[config.mk]
export PLATFORM = sky130hd
export DESIGN_NAME = dmwt_cell
export DESIGN_NICKNAME = d
export VERILOG_FILES = /design/src/rtl/dmwt_pkg.sv /design/src/rtl/dmwt_cell.sv
export SDC_FILE = /design/constraint.sdc
export NUM_CORES = 1
export LEC_CHECK = 0
export ABC_AREA = 0
export BUFFER_PORTS_ARGS = -buffer_cell sky130_fd_sc_hd__clkbuf_2
export CAP_MARGIN = 20
export CELL_PAD_IN_SITES_DETAIL_PLACEMENT = 0
export CELL_PAD_IN_SITES_GLOBAL_PLACEMENT = 1
export CORE_AREA = 2 2 206 208
export DETAILED_ROUTE_END_ITERATION = 7
export DIE_AREA = 0 0 208 210
export PLACE_DENSITY = 0.57
export SLEW_MARGIN = 30
export SYNTH_ARGS = -nofsm -noshare
export SYNTH_HDL_FRONTEND = slang
export SYNTH_SLANG_ARGS = --single-unit
[constraint.sdc]
create_clock -name clk -period 3.2 [get_ports clk]
set_input_delay 0.16 -clock clk [delete_from_list [all_inputs] [get_ports clk]]
set_output_delay 0.16 -clock clk [all_outputs]
set_load 0.02 [all_outputs]
[src/rtl/dmwt_pkg.sv]
`timescale 1ns / 1ps
`default_nettype none
// ----------------------------------------------------------------------------
// dmwt_pkg: shared types and constants of the weight table
// Transaction structs, command and status codes, result helpers.
// ----------------------------------------------------------------------------
package dmwt_pkg;

  localparam int PART_W      = 16;
  localparam int PORT_PARTS  = 8;
  localparam int WEIGHT_W    = 32;
  localparam int OUT_IDX_W   = 6;
  localparam int STATUS_W    = 3;
  localparam int CMD_W       = 2;
  localparam int CFG_W       = 4;

  localparam int DEF_MAX_ENTRIES = 64;
  localparam int DEF_MAX_PARTS   = 8;

  localparam logic [CFG_W-1:0] CFG_RESET = 4'd8;

  localparam logic [CMD_W-1:0] CMD_ADD   = 2'd0;
  localparam logic [CMD_W-1:0] CMD_DRAIN = 2'd1;
  localparam logic [CMD_W-1:0] CMD_CLEAR = 2'd2;

  localparam logic [STATUS_W-1:0] ST_MERGED  = 3'd0;
  localparam logic [STATUS_W-1:0] ST_NEW     = 3'd1;
  localparam logic [STATUS_W-1:0] ST_DROPPED = 3'd2;
  localparam logic [STATUS_W-1:0] ST_DRAINED = 3'd3;
  localparam logic [STATUS_W-1:0] ST_EMPTY   = 3'd4;
  localparam logic [STATUS_W-1:0] ST_CLEARED = 3'd5;

  typedef logic [PORT_PARTS-1:0][PART_W-1:0] parts_t;

  typedef struct packed {
    logic [CMD_W-1:0]    command;
    logic [PART_W-1:0]   part_0;
    logic [PART_W-1:0]   part_1;
    logic [PART_W-1:0]   part_2;
    logic [PART_W-1:0]   part_3;
    logic [PART_W-1:0]   part_4;
    logic [PART_W-1:0]   part_5;
    logic [PART_W-1:0]   part_6;
    logic [PART_W-1:0]   part_7;
    logic [WEIGHT_W-1:0] weight;
  } in_item_t;

  typedef struct packed {
    logic [STATUS_W-1:0]  status;
    logic [OUT_IDX_W-1:0] entry_index;
    logic [PART_W-1:0]    out_part_0;
    logic [PART_W-1:0]    out_part_1;
    logic [PART_W-1:0]    out_part_2;
    logic [PART_W-1:0]    out_part_3;
    logic [PART_W-1:0]    out_part_4;
    logic [PART_W-1:0]    out_part_5;
    logic [PART_W-1:0]    out_part_6;
    logic [PART_W-1:0]    out_part_7;
    logic [WEIGHT_W-1:0]  weight_sum;
    logic                 last_result;
  } out_item_t;

  typedef struct packed {
    logic valid;
    logic cmp;
    logic shift;
    logic load;
    logic wset;
  } cell_ctl_t;

  function automatic parts_t item_parts(input in_item_t it);
    return {it.part_7, it.part_6, it.part_5, it.part_4,
            it.part_3, it.part_2, it.part_1, it.part_0};
  endfunction

  function automatic out_item_t make_result(input logic [STATUS_W-1:0] st,
                                            input logic [OUT_IDX_W-1:0] idx,
                                            input parts_t p,
                                            input logic [WEIGHT_W-1:0] w,
                                            input logic last);
    out_item_t r;
    r.status      = st;
    r.entry_index = idx;
    r.out_part_0  = p[0];
    r.out_part_1  = p[1];
    r.out_part_2  = p[2];
    r.out_part_3  = p[3];
    r.out_part_4  = p[4];
    r.out_part_5  = p[5];
    r.out_part_6  = p[6];
    r.out_part_7  = p[7];
    r.weight_sum  = w;
    r.last_result = last;
    return r;
  endfunction

endpackage
`default_nettype wire

[src/rtl/dmwt_cell.sv]
`timescale 1ns / 1ps
`default_nettype none
// ----------------------------------------------------------------------------
// dmwt_cell: one table entry
// Holds a key and a weight sum, compares against the broadcast key and
// takes its neighbor's contents when the chain rotates.
// ----------------------------------------------------------------------------
module dmwt_cell #(
  parameter int MAX_PARTS = dmwt_pkg::DEF_MAX_PARTS
) (
  input  wire                                          clk,
  input  dmwt_pkg::cell_ctl_t                          ctl,
  input  wire [MAX_PARTS-1:0]                          part_mask,
  input  wire [MAX_PARTS-1:0][dmwt_pkg::PART_W-1:0]    q_key,
  input  wire [dmwt_pkg::WEIGHT_W-1:0]                 q_weight,
  input  wire [MAX_PARTS-1:0][dmwt_pkg::PART_W-1:0]    nb_key,
  input  wire [dmwt_pkg::WEIGHT_W-1:0]                 nb_weight,
  input  wire [dmwt_pkg::WEIGHT_W-1:0]                 upd_weight,
  output logic [MAX_PARTS-1:0][dmwt_pkg::PART_W-1:0]   key,
  output logic [dmwt_pkg::WEIGHT_W-1:0]                weight,
  output logic                                         match
);
  import dmwt_pkg::*;

  logic eq;

  always_comb begin
    eq = 1'b1;
    for (int j = 0; j < MAX_PARTS; j++) begin
      if (part_mask[j] && (key[j] != q_key[j])) begin
        eq = 1'b0;
      end
    end
  end

  always_ff @(posedge clk) begin
    if (ctl.load) begin
      key    <= q_key;
      weight <= q_weight;
    end else if (ctl.shift) begin
      key    <= nb_key;
      weight <= nb_weight;
    end else if (ctl.wset) begin
      weight <= upd_weight;
    end
    if (ctl.cmp) begin
      match <= ctl.valid & eq;
    end
  end

endmodule
`default_nettype wire

* After elaboration in Yosys (flattened, before gate mapping)
Index checks and enable logic that the tools add are counted.
Storage, ports and cells: register bits 161, input bits 366, word-level logic and storage cells 42
Cells by class: equal/unequal tests 8, multiplexer cells 13, bitwise logic cells 1, reductions and logical operators 10
Operators with widths (number):
- 2-to-1 mux 128 bit | 2
- inequality test 16 bit | 8
- 2-to-1 mux 32 bit | 3
- logical AND 1 bit | 8
- 2-to-1 mux 1 bit | 8
- nonzero test 3 bit | 1
- nonzero test 2 bit | 1
- bitwise AND 1 bit | 1

* Depth between registers and ports, before layout
Gate-level depths: netlist of run 1.
depth in word-level cells 11, gate-level depth with buffers 5, gate-level depth less buffers 5

* Worst setup path after synthesis of run 1
Ideal clock, no wire load.
kind input to register, start point input port ctl[1] (netlist name), end point register key[0] (netlist name) (enable), library setup time 433 ps, arrival 2298 ps, setup slack 469 ps, stages on the path 4, path buffers 3, path through clkbuf_1 buf_2 buf_2 or2_2
Between the ends: word-level cells in the longest chain between the ends 1
Ends and longest elaborated chain:
- start, declared | line dmwt_cell.sv:12 | input dmwt_pkg::cell_ctl_t ctl,
- nonzero test 2 bit (no source line)
- end signal, assigned | line dmwt_cell.sv:38 | key <= q_key;
- end signal, assigned | line dmwt_cell.sv:41 | key <= nb_key;
- end, declared | line dmwt_cell.sv:19 | output logic [MAX_PARTS-1:0][dmwt_pkg::PART_W-1:0] key,
Every way passes these cells. A chain may end at the register's enable or synchronous reset.

* Final worst setup path of run 1
start point register key[14] (netlist name), end point register match (data pin)
Between the ends: word-level cells in the longest chain between the ends 11
Ends and longest elaborated chain:
- inequality test 16 bit | line dmwt_cell.sv:30 | if (part_mask[j] && (key[j] != q_key[j])) begin
- logical AND 1 bit | line dmwt_cell.sv:30
- 2-to-1 mux 1 bit (8 in series) | line dmwt_cell.sv:30
- bitwise AND 1 bit | line dmwt_cell.sv:47 | match <= ctl.valid & eq;
- end signal, assigned | line dmwt_cell.sv:47
- end, declared | line dmwt_cell.sv:21 | output logic match
Every way passes these cells.

==> results of run 1 <==
[flip-flops by register name (all words and copies together), names as in the netlist]
register / cells
key: 128
match: 1
weight: 32
[repair_timing]
action / 4_1_cts / 5_1_grt
resized for setup: 0 / 0
hold buffers: 194 / 0
endpoints found under the hold margin: 153 / 0
setup buffers: 0 / 0
[cell families (layout without fill, tap and decap cells)]
kind of cell,after synthesis,after routing
DFF,161,161
muxes,160,160
xor gates and xnor gates,128,128
and+or+nand+nor,70,70
AOI/OAI and AO/OA,40,40
buffers and inverters,26,761
[power by group]
group / total, mW / switching [mW] / leakage [nW] / internal, mW
Combinational: 1.64 / 0.836 / 4.16 / 0.799
Clock: 2.12 / 0.899 / 0.277 / 1.22
Sequential: 2.75 / 0.143 / 1.65 / 2.60
[metrics by stage]
stage | area [µm²] | hold WS (ps) | util
floorplan | 8430 | 272 | -
global placement | 11700 | 365 | 0.283
detailed placement | 11700 | 366 | 0.283
CTS | 14200 | 0.159 | 0.343
global route | 14200 | 15.1 | 0.343
finish | 14200 | 40.8 | 0.343
[layer usage]
layer / routed length [µm] / vias to the layer above / share of wire / global-route usage
met5: 0 / - / 0 / 0
met4: 713 / 0 / 0.022 / 0.0572
met3: 2670 / 27 / 0.082 / 0.0504
met2: 16700 / 345 / 0.52 / 0.271
met1: 12300 / 3439 / 0.38 / 0.157
li1: - / 3642 / - / -
[worst min-delay path: stages]
cell and delay (ps):
sky130_fd_sc_hd__clkbuf_2 70, sky130_fd_sc_hd__nand2_1 40, sky130_fd_sc_hd__o21ai_0 90
[worst paths after layout]
path / startpoint / to / slack, ps / cells after the start
hold / removal: q_weight[9] / weight[9] / 40 / 3
hold reg to reg: key[68] / match / 890 / 5
setup / recovery: key[14] / match / 900 / 6
setup reg to reg: key[14] / match / 900 / 6
[cells in the final DEF, fill, tap and decap left out, drive strengths merged]
| cell | count |
|---|---|
| buf | 10 |
| bufinv | 3 |
| clkbuf | 545 |
| clkinv | 6 |
| clkinvlp | 2 |
| dlygate4sd3 | 194 |
| edfxtp | 161 |
| inv | 1 |
| mux2 | 128 |
| mux2i | 32 |
| nand2 | 33 |
| nand3 | 1 |
| nand4 | 33 |
| nor3 | 1 |
| o21ai | 32 |
| o41ai | 8 |
| or2 | 1 |
| or3 | 1 |
| xnor2 | 128 |
[layout make-up]
type | count | area (µm²)
repair buffers | 729 | 4670
multi-input cells | 398 | 3490
fillers | 4252 | 27200
well taps | 539 | 674
clock buffers | 20 | 437
flip-flops and latches | 161 | 4830
clock inverters | 12 | 140
==> Flow_metrics.wiki, run 1 <==
{| class="wikitable"
! Metric !! Value
|-
| Worst-case clock skew || 4.05 ps
|-
| Type of the tightest min-delay check || primary input to flip-flop
|-
| Setup repair after global routing missed its margin || false
|-
| Library cell with the largest summed area after synthesis || sky130_fd_sc_hd__edfxtp_1
|-
| Total count of max-transition violations in the final report || 0
|-
| Total of buffers placed on input and output ports || 526
|-
| Setup violations, final || 0
|-
| Biggest cell delay along the critical path || 870 ps
|-
| Post-synthesis xor/xnor area fraction || 0.133
|-
| Count of antenna-violating nets left after detailed routing || 0
|-
| Clock latency on the worst-skew pair || 450 ps
|-
| Num Clock Sinks || 161
|-
| Number of enable-type register cells in the synthesized netlist || 161
|-
| I/O pin total || 527
|-
| Detail-routed via count per cell || 4.01
|-
| Drt first pass iters || 5
|-
| Number of vias after detailed routing || 7,453
|-
| Number of antenna violations at the first check in global routing || 1
|-
| Simple-gate share of the synthesized area || 0.0424
|-
| Cell at the root of the clock tree || sky130_fd_sc_hd__clkbuf_16
|-
| Die area || 43,700 µm²
|-
| Worst slew margin relative to its limit || 0.383
|-
| Crit-path leading delay family || compound AO/OA/AOI/OAI gates
|-
| Most common cell in the netlist || sky130_fd_sc_hd__edfxtp_1
|-
| Synth top area cells || sky130_fd_sc_hd__edfxtp_1, sky130_fd_sc_hd__mux2_2, sky130_fd_sc_hd__xnor2_1
|-
| Synthesized netlist cell count || 585
|-
| Number of flip-flops and latches in the synthesized netlist || 161
|-
| Worst EP arrival || 2600 ps
|-
| Count of unique library cells instantiated by Yosys || 16
|-
| Worst Path Required || 3500 ps
|-
| Die extent in y || 210 µm
|-
| Number of levels in the clock H-tree || 4
|-
| DRC violation count after routing || 0
|-
| GP Congestion || 0.781
|-
| Part of the Yosys area used for sequential elements || 0.573
|-
| Clock-pin slew on the worst setup and hold paths || 70 ps
|-
| Highest Clock Rate || 434 MHz
|-
| Via count of the first global-routing pass || 8,275
|-
| Starting utilization of the core area || 0.203
|-
| Core box area || 41,500 µm²
|-
| Overall power of the completed layout || 6.50 mW
|-
| Share of the synthesized area in compound gates (AO/OA/AOI/OAI) || 0.0282
|-
| Critical path's slowest cell || sky130_fd_sc_hd__o41ai_1
|-
| Async set-or-reset flop fraction in the synthesized netlist || 0
|-
| Horiz. Die Dim || 208 µm
|-
| Final wirelength || 32,500 µm
|-
| Buffers plus inverters on the worst setup path || 1
|-
| Hold violation total from the final report || 0
|-
| Synthesis Warnings || 0
|-
| Post-synthesis adder-cell area fraction || 0
|-
| Most used flip-flop cell after synthesis || sky130_fd_sc_hd__edfxtp_1
|-
| DR WL/cell || 17.5 µm
|-
| Max-cap check violation count || 0
|-
| Net total in the final layout || 1,673
|-
| Final sum of negative setup slack || 0 ps
|-
| Net Count, Synth || 951
|-
| Reported leakage power || 6.09 nW
|-
| Maximum number of pins on one net before global-route repair || 81
|-
| Most frequent cell on the critical path || sky130_fd_sc_hd__nand4_1
|-
| Overall Global Routing Usage || 0.148
|-
| CTS max path bufs || 2
|-
| Number of antenna repair diodes || 0
|-
| Pin slew with the least headroom to its limit || 913 ps
|-
| Avg Inst Size Synth || 14.4 µm²
|-
| Power per unit of standard cell area || 456 nW/µm²
|-
| Final Instance Count excl. Fillers || 1,859
|-
| Count of placed standard cells including taps || 1,633
|-
| Share of cell area taken by muxes after synthesis || 0.209
|-
| Num CTS Buffers || 17
|-
| Cell breakdown of the critical path || xnor2_1 > nand4_1 > o41ai_1 > buf_4 > nand4_1 > nor3_2
|-
| Result of the run || complete, no violations
|-
| Setup crit start kind || flip-flop
|-
| Summed instance area of the synthesized netlist || 8430 µm²
|-
| Sum of net half-perimeters after detailed placement || 25,400 µm
|-
| Global route total overflow || 0
|-
| Largest driver fanout on the critical path || 2
|-
| Time the final worst path needs with I/O delays and setup || 2300 ps
|-
| Startpoint-to-endpoint class of the critical path || flip-flop to flip-flop
|-
| Worst setup slack before clock tree synthesis || 791 ps
|-
| Worst setup EP type || flip-flop
|-
| Commonest cells in the synthesized netlist || sky130_fd_sc_hd__edfxtp_1, sky130_fd_sc_hd__mux2_2, sky130_fd_sc_hd__xnor2_1, sky130_fd_sc_hd__nand2_1, sky130_fd_sc_hd__nand4_1
|-
| Fraction of post-synthesis cell area in the top cell type by area || 0.573
|-
| Final worst-path setup slack || 897 ps
|-
| Tcrit/Tclk final || 0.720
|-
| Wire length of the first global-routing pass || 48,500 µm
|-
| Combinational family with the most area after synthesis || multiplexers
|-
| Row count || 75
|-
| Fraction of final layout cells sized beyond drive strength 1 || 0.525
|-
| TritonCTS clock tree || built
|-
| DR iter-0 viols || 199
|-
| Area grow syn2layout || 68.9%
|-
| Maximum vdd drop || 0.360 mV
|}
(Power assumes the default switching activity.)
==> inputs of run 2 (changes only) <==
- clock period: 3.2 -> 2.2 ns (I/O delays scaled with it)
==> run 2 against run 1 <==
Via count grew 7.6%. Clock-buffer cell count did not move. Clock skew rose by 8.6 ps. Critical path depth stayed put. Register-to-register slack worse by 680 ps. Sequential power up 45%. Worst setup slack worse by 680 ps. Global-route usage rose by 0.28 points. Critical path type unchanged. Largest power group unchanged.
==> Flow_metrics.wiki, run 2 (synthesis gave the netlist of run 1 again) <==
{| class="wikitable"
! Metric !! Value
|-
| Area after DPL || 11,800 µm² (was 11,700 µm²)
|-
| Type of the tightest min-delay check || primary input to flip-flop (unchanged)
|-
| Critical path's slowest cell || sky130_fd_sc_hd__o41ai_1 (unchanged)
|-
| Multi-input gate area || 3480 µm² (was 3490 µm²)
|-
| DRC violation count after routing || 0 (unchanged)
|-
| Met2 Track Usage GR || 0.278 (was 0.271)
|-
| Time the final worst path needs with I/O delays and setup || 1980 ps (was 2300 ps)
|-
| Power per unit of standard cell area || 620 nW/µm² (was 456 nW/µm²)
|-
| Worst setup slack before clock tree synthesis || 80.3 ps (was 791 ps)
|-
| Highest Clock Rate || 504 MHz (was 434 MHz)
|-
| Launch point of the worst reg-to-reg path || key[13] (was key[14])
|-
| Final wirelength || 33,300 µm (was 32,500 µm)
|-
| Worst R2R Setup Slack || 220 ps (was 900 ps)
|-
| Via count of the first global-routing pass || 8,746 (was 8,275)
|-
| Final instance area || 15,300 µm² (was 14,200 µm²)
|-
| Detail-routed via count per cell || 4.08 (was 4.01)
|-
| Largest registers in the final layout || key x128, weight x32, match x1 (unchanged)
|-
| Setup violations, final || 0 (unchanged)
|-
| Clock latency on the worst-skew pair || 460 ps (was 450 ps)
|-
| Reported leakage power || 6.54 nW (was 6.09 nW)
|-
| Final worst-path setup slack || 217 ps (was 897 ps)
|-
| Die extent in y || 210 µm (unchanged)
|-
| Setup crit start kind || flip-flop (unchanged)
|-
| Cell at the root of the clock tree || sky130_fd_sc_hd__clkbuf_16 (unchanged)
|-
| Starting utilization of the core area || 0.203 (unchanged)
|-
| Number of flip-flops under the largest register name || 128 (unchanged)
|-
| Pin slew with the least headroom to its limit || 610 ps (was 913 ps)
|-
| Result of the run || complete, no violations (unchanged)
|-
| Wire length of the first global-routing pass || 49,600 µm (was 48,500 µm)
|-
| Top library cells by usage in the layout, fill and taps aside || sky130_fd_sc_hd__clkbuf_2, sky130_fd_sc_hd__dlygate4sd3_1, sky130_fd_sc_hd__edfxtp_1, sky130_fd_sc_hd__mux2_2, sky130_fd_sc_hd__xnor2_1 (unchanged)
|-
| Max-cap check violation count || 0 (unchanged)
|-
| Area grow syn2layout || 81.4% (was 68.9%)
|-
| Most frequent cell on the critical path || sky130_fd_sc_hd__nand4_1 (unchanged)
|-
| Clock-pin slew on the worst setup and hold paths || 70 ps (about the same)
|-
| Count of antenna-violating nets left after detailed routing || 0 (unchanged)
|-
| Total count of max-transition violations in the final report || 0 (unchanged)
|-
| TritonCTS clock tree || built (unchanged)
|-
| Overall Global Routing Usage || 0.151 (was 0.148)
|-
| Row count || 75 (unchanged)
|-
| Area taken by flip-flops and latches || 4830 µm² (unchanged)
|-
| Setup repair after global routing missed its margin || false (unchanged)
|-
| Startpoint-to-endpoint class of the critical path || flip-flop to flip-flop (unchanged)
|-
| DR WL/cell || 16.9 µm (was 17.5 µm)
|-
| Total of buffers placed on input and output ports || 526 (unchanged)
|-
| Setup repair bufs after CTS || 0 (unchanged)
|-
| Worst hold start || q_key[125] (was q_weight[9])
|-
| Horiz. Die Dim || 208 µm (unchanged)
|-
| GP Congestion || 0.801 (was 0.781)
|-
| Global routing usage on met1 || 0.165 (was 0.157)
|-
| Worst-case clock skew || 12.7 ps (was 4.05 ps)
|-
| Startpoint of the most critical setup path || key[13] (was key[14])
|-
| Core box area || 41,500 µm² (unchanged)
|-
| Routing layer with the top usage in global route || met2 (unchanged)
|-
| Net total in the final layout || 1,782 (was 1,673)
|-
| Hold violation total from the final report || 0 (unchanged)
|-
| Fraction of final layout cells sized beyond drive strength 1 || 0.486 (was 0.525)
|-
| Num CTS Buffers || 17 (unchanged)
|-
| Maximum number of pins on one net before global-route repair || 68 (was 81)
|-
| Biggest cell delay along the critical path || 640 ps (was 870 ps)
|-
| Filler cell count || 4,180 (was 4,252)
|-
| Leading cell type in the layout, fill and taps excluded || sky130_fd_sc_hd__clkbuf_2 (unchanged)
|-
| Global route total overflow || 0 (unchanged)
|-
| Worst Path Required || 2500 ps (was 3500 ps)
|-
| Fraction of the core area covered by cells at the end of the flow || 0.369 (was 0.343)
|-
| Drt first pass iters || 4 (was 5)
|-
| Number of vias after detailed routing || 8,017 (was 7,453)
|-
| Overall power of the completed layout || 9.48 mW (was 6.50 mW)
|-
| Cell breakdown of the critical path || xnor2_1 > nand4_1 > o41ai_1 > buf_4 > nand4_1 > nor3_2 (unchanged)
|-
| Number of antenna violations at the first check in global routing || 1 (unchanged)
|-
| Worst EP arrival || 2290 ps (was 2600 ps)
|-
| Register name with the most flops || key (unchanged)
|-
| Final Instance Count excl. Fillers || 1,966 (was 1,859)
|-
| Count of placed standard cells including taps || 1,639 (was 1,633)
|-
| Final sum of negative setup slack || 0 ps (unchanged)
|-
| DR iter-0 viols || 322 (was 199)
|-
| Worst slew margin relative to its limit || 0.588 (was 0.383)
|-
| Maximum vdd drop || 0.449 mV (was 0.360 mV)
|-
| Die area || 43,700 µm² (unchanged)
|-
| Global Route met3 Usage || 0.0492 (was 0.0504)
|-
| I/O pin total || 527 (unchanged)
|-
| Largest driver fanout on the critical path || 2 (unchanged)
|-
| Worst setup EP type || flip-flop (unchanged)
|-
| Sum of net half-perimeters after detailed placement || 25,700 µm (was 25,400 µm)
|-
| Worst hold slack || 31.1 ps (was 40.8 ps)
|-
| Number of levels in the clock H-tree || 4 (unchanged)
|-
| Num Clock Sinks || 161 (unchanged)
|-
| CTS max path bufs || 2 (unchanged)
|-
| Tcrit/Tclk final || 0.901 (was 0.720)
|}
==> run 2: changes by cell type in the layout (fill, tap and decap cells not counted) <==
| cell | previous run | this run |
|---|---|---|
| sky130_fd_sc_hd__buf_12 | 2 | 4 |
| sky130_fd_sc_hd__buf_4 | 7 | 11 |
| sky130_fd_sc_hd__bufinv_16 | 3 | 2 |
| sky130_fd_sc_hd__clkinv_1 | 3 | 5 |
| sky130_fd_sc_hd__clkinv_2 | 3 | 1 |
| sky130_fd_sc_hd__clkinvlp_4 | 2 | 0 |
| sky130_fd_sc_hd__diode_2 | 0 | 1 |
| sky130_fd_sc_hd__dlygate4sd3_1 | 194 | 297 |
| sky130_fd_sc_hd__o41ai_1 | 6 | 7 |
| sky130_fd_sc_hd__o41ai_2 | 2 | 1 |
==> run 2: metal layers <==
layer | up-vias | wire (µm)
met1 | 3757 | 12900
met5 | - | 0
met2 | 363 | 17300
met3 | 33 | 2480
li1 | 3864 | -
met4 | 0 | 614
==> run 2: what timing repair did <==
item	4_1_cts	5_1_grt
hold buffers	296	1
hold endpoints to repair	161	1
resized for setup	0	0
==> run 2: final cells by class <==
cell class | instances | area share
timing repair buffer | 838 | 0.378
clock buffer | 20 | 0.0285
antenna | 1 | 0.000164
tap | 539 | 0.0441
sequential | 161 | 0.316
clock inverter | 9 | 0.00605
multi-input combinational | 398 | 0.228
==> run 2: worst max-delay path: cells and delay by family, from the launching register on <==
kind	cells	cell delay, ps
buffers and inverters	1	220
and+or+nand+nor	3	400
xor gates and xnor gates	1	160
DFF	1	420
AOI/OAI and AO/OA	1	640
==> run 2: report_power, final <==
part           internal, mW  switching [mW]
registers              3.79           0.203
clock network          1.63            1.26
logic                  1.35            1.25
==> run 2: worst paths after layout <==
path,cells after the start,to
hold reg to reg,5,match
hold / removal,2,key[125]
setup / recovery,6,match
setup reg to reg,6,match
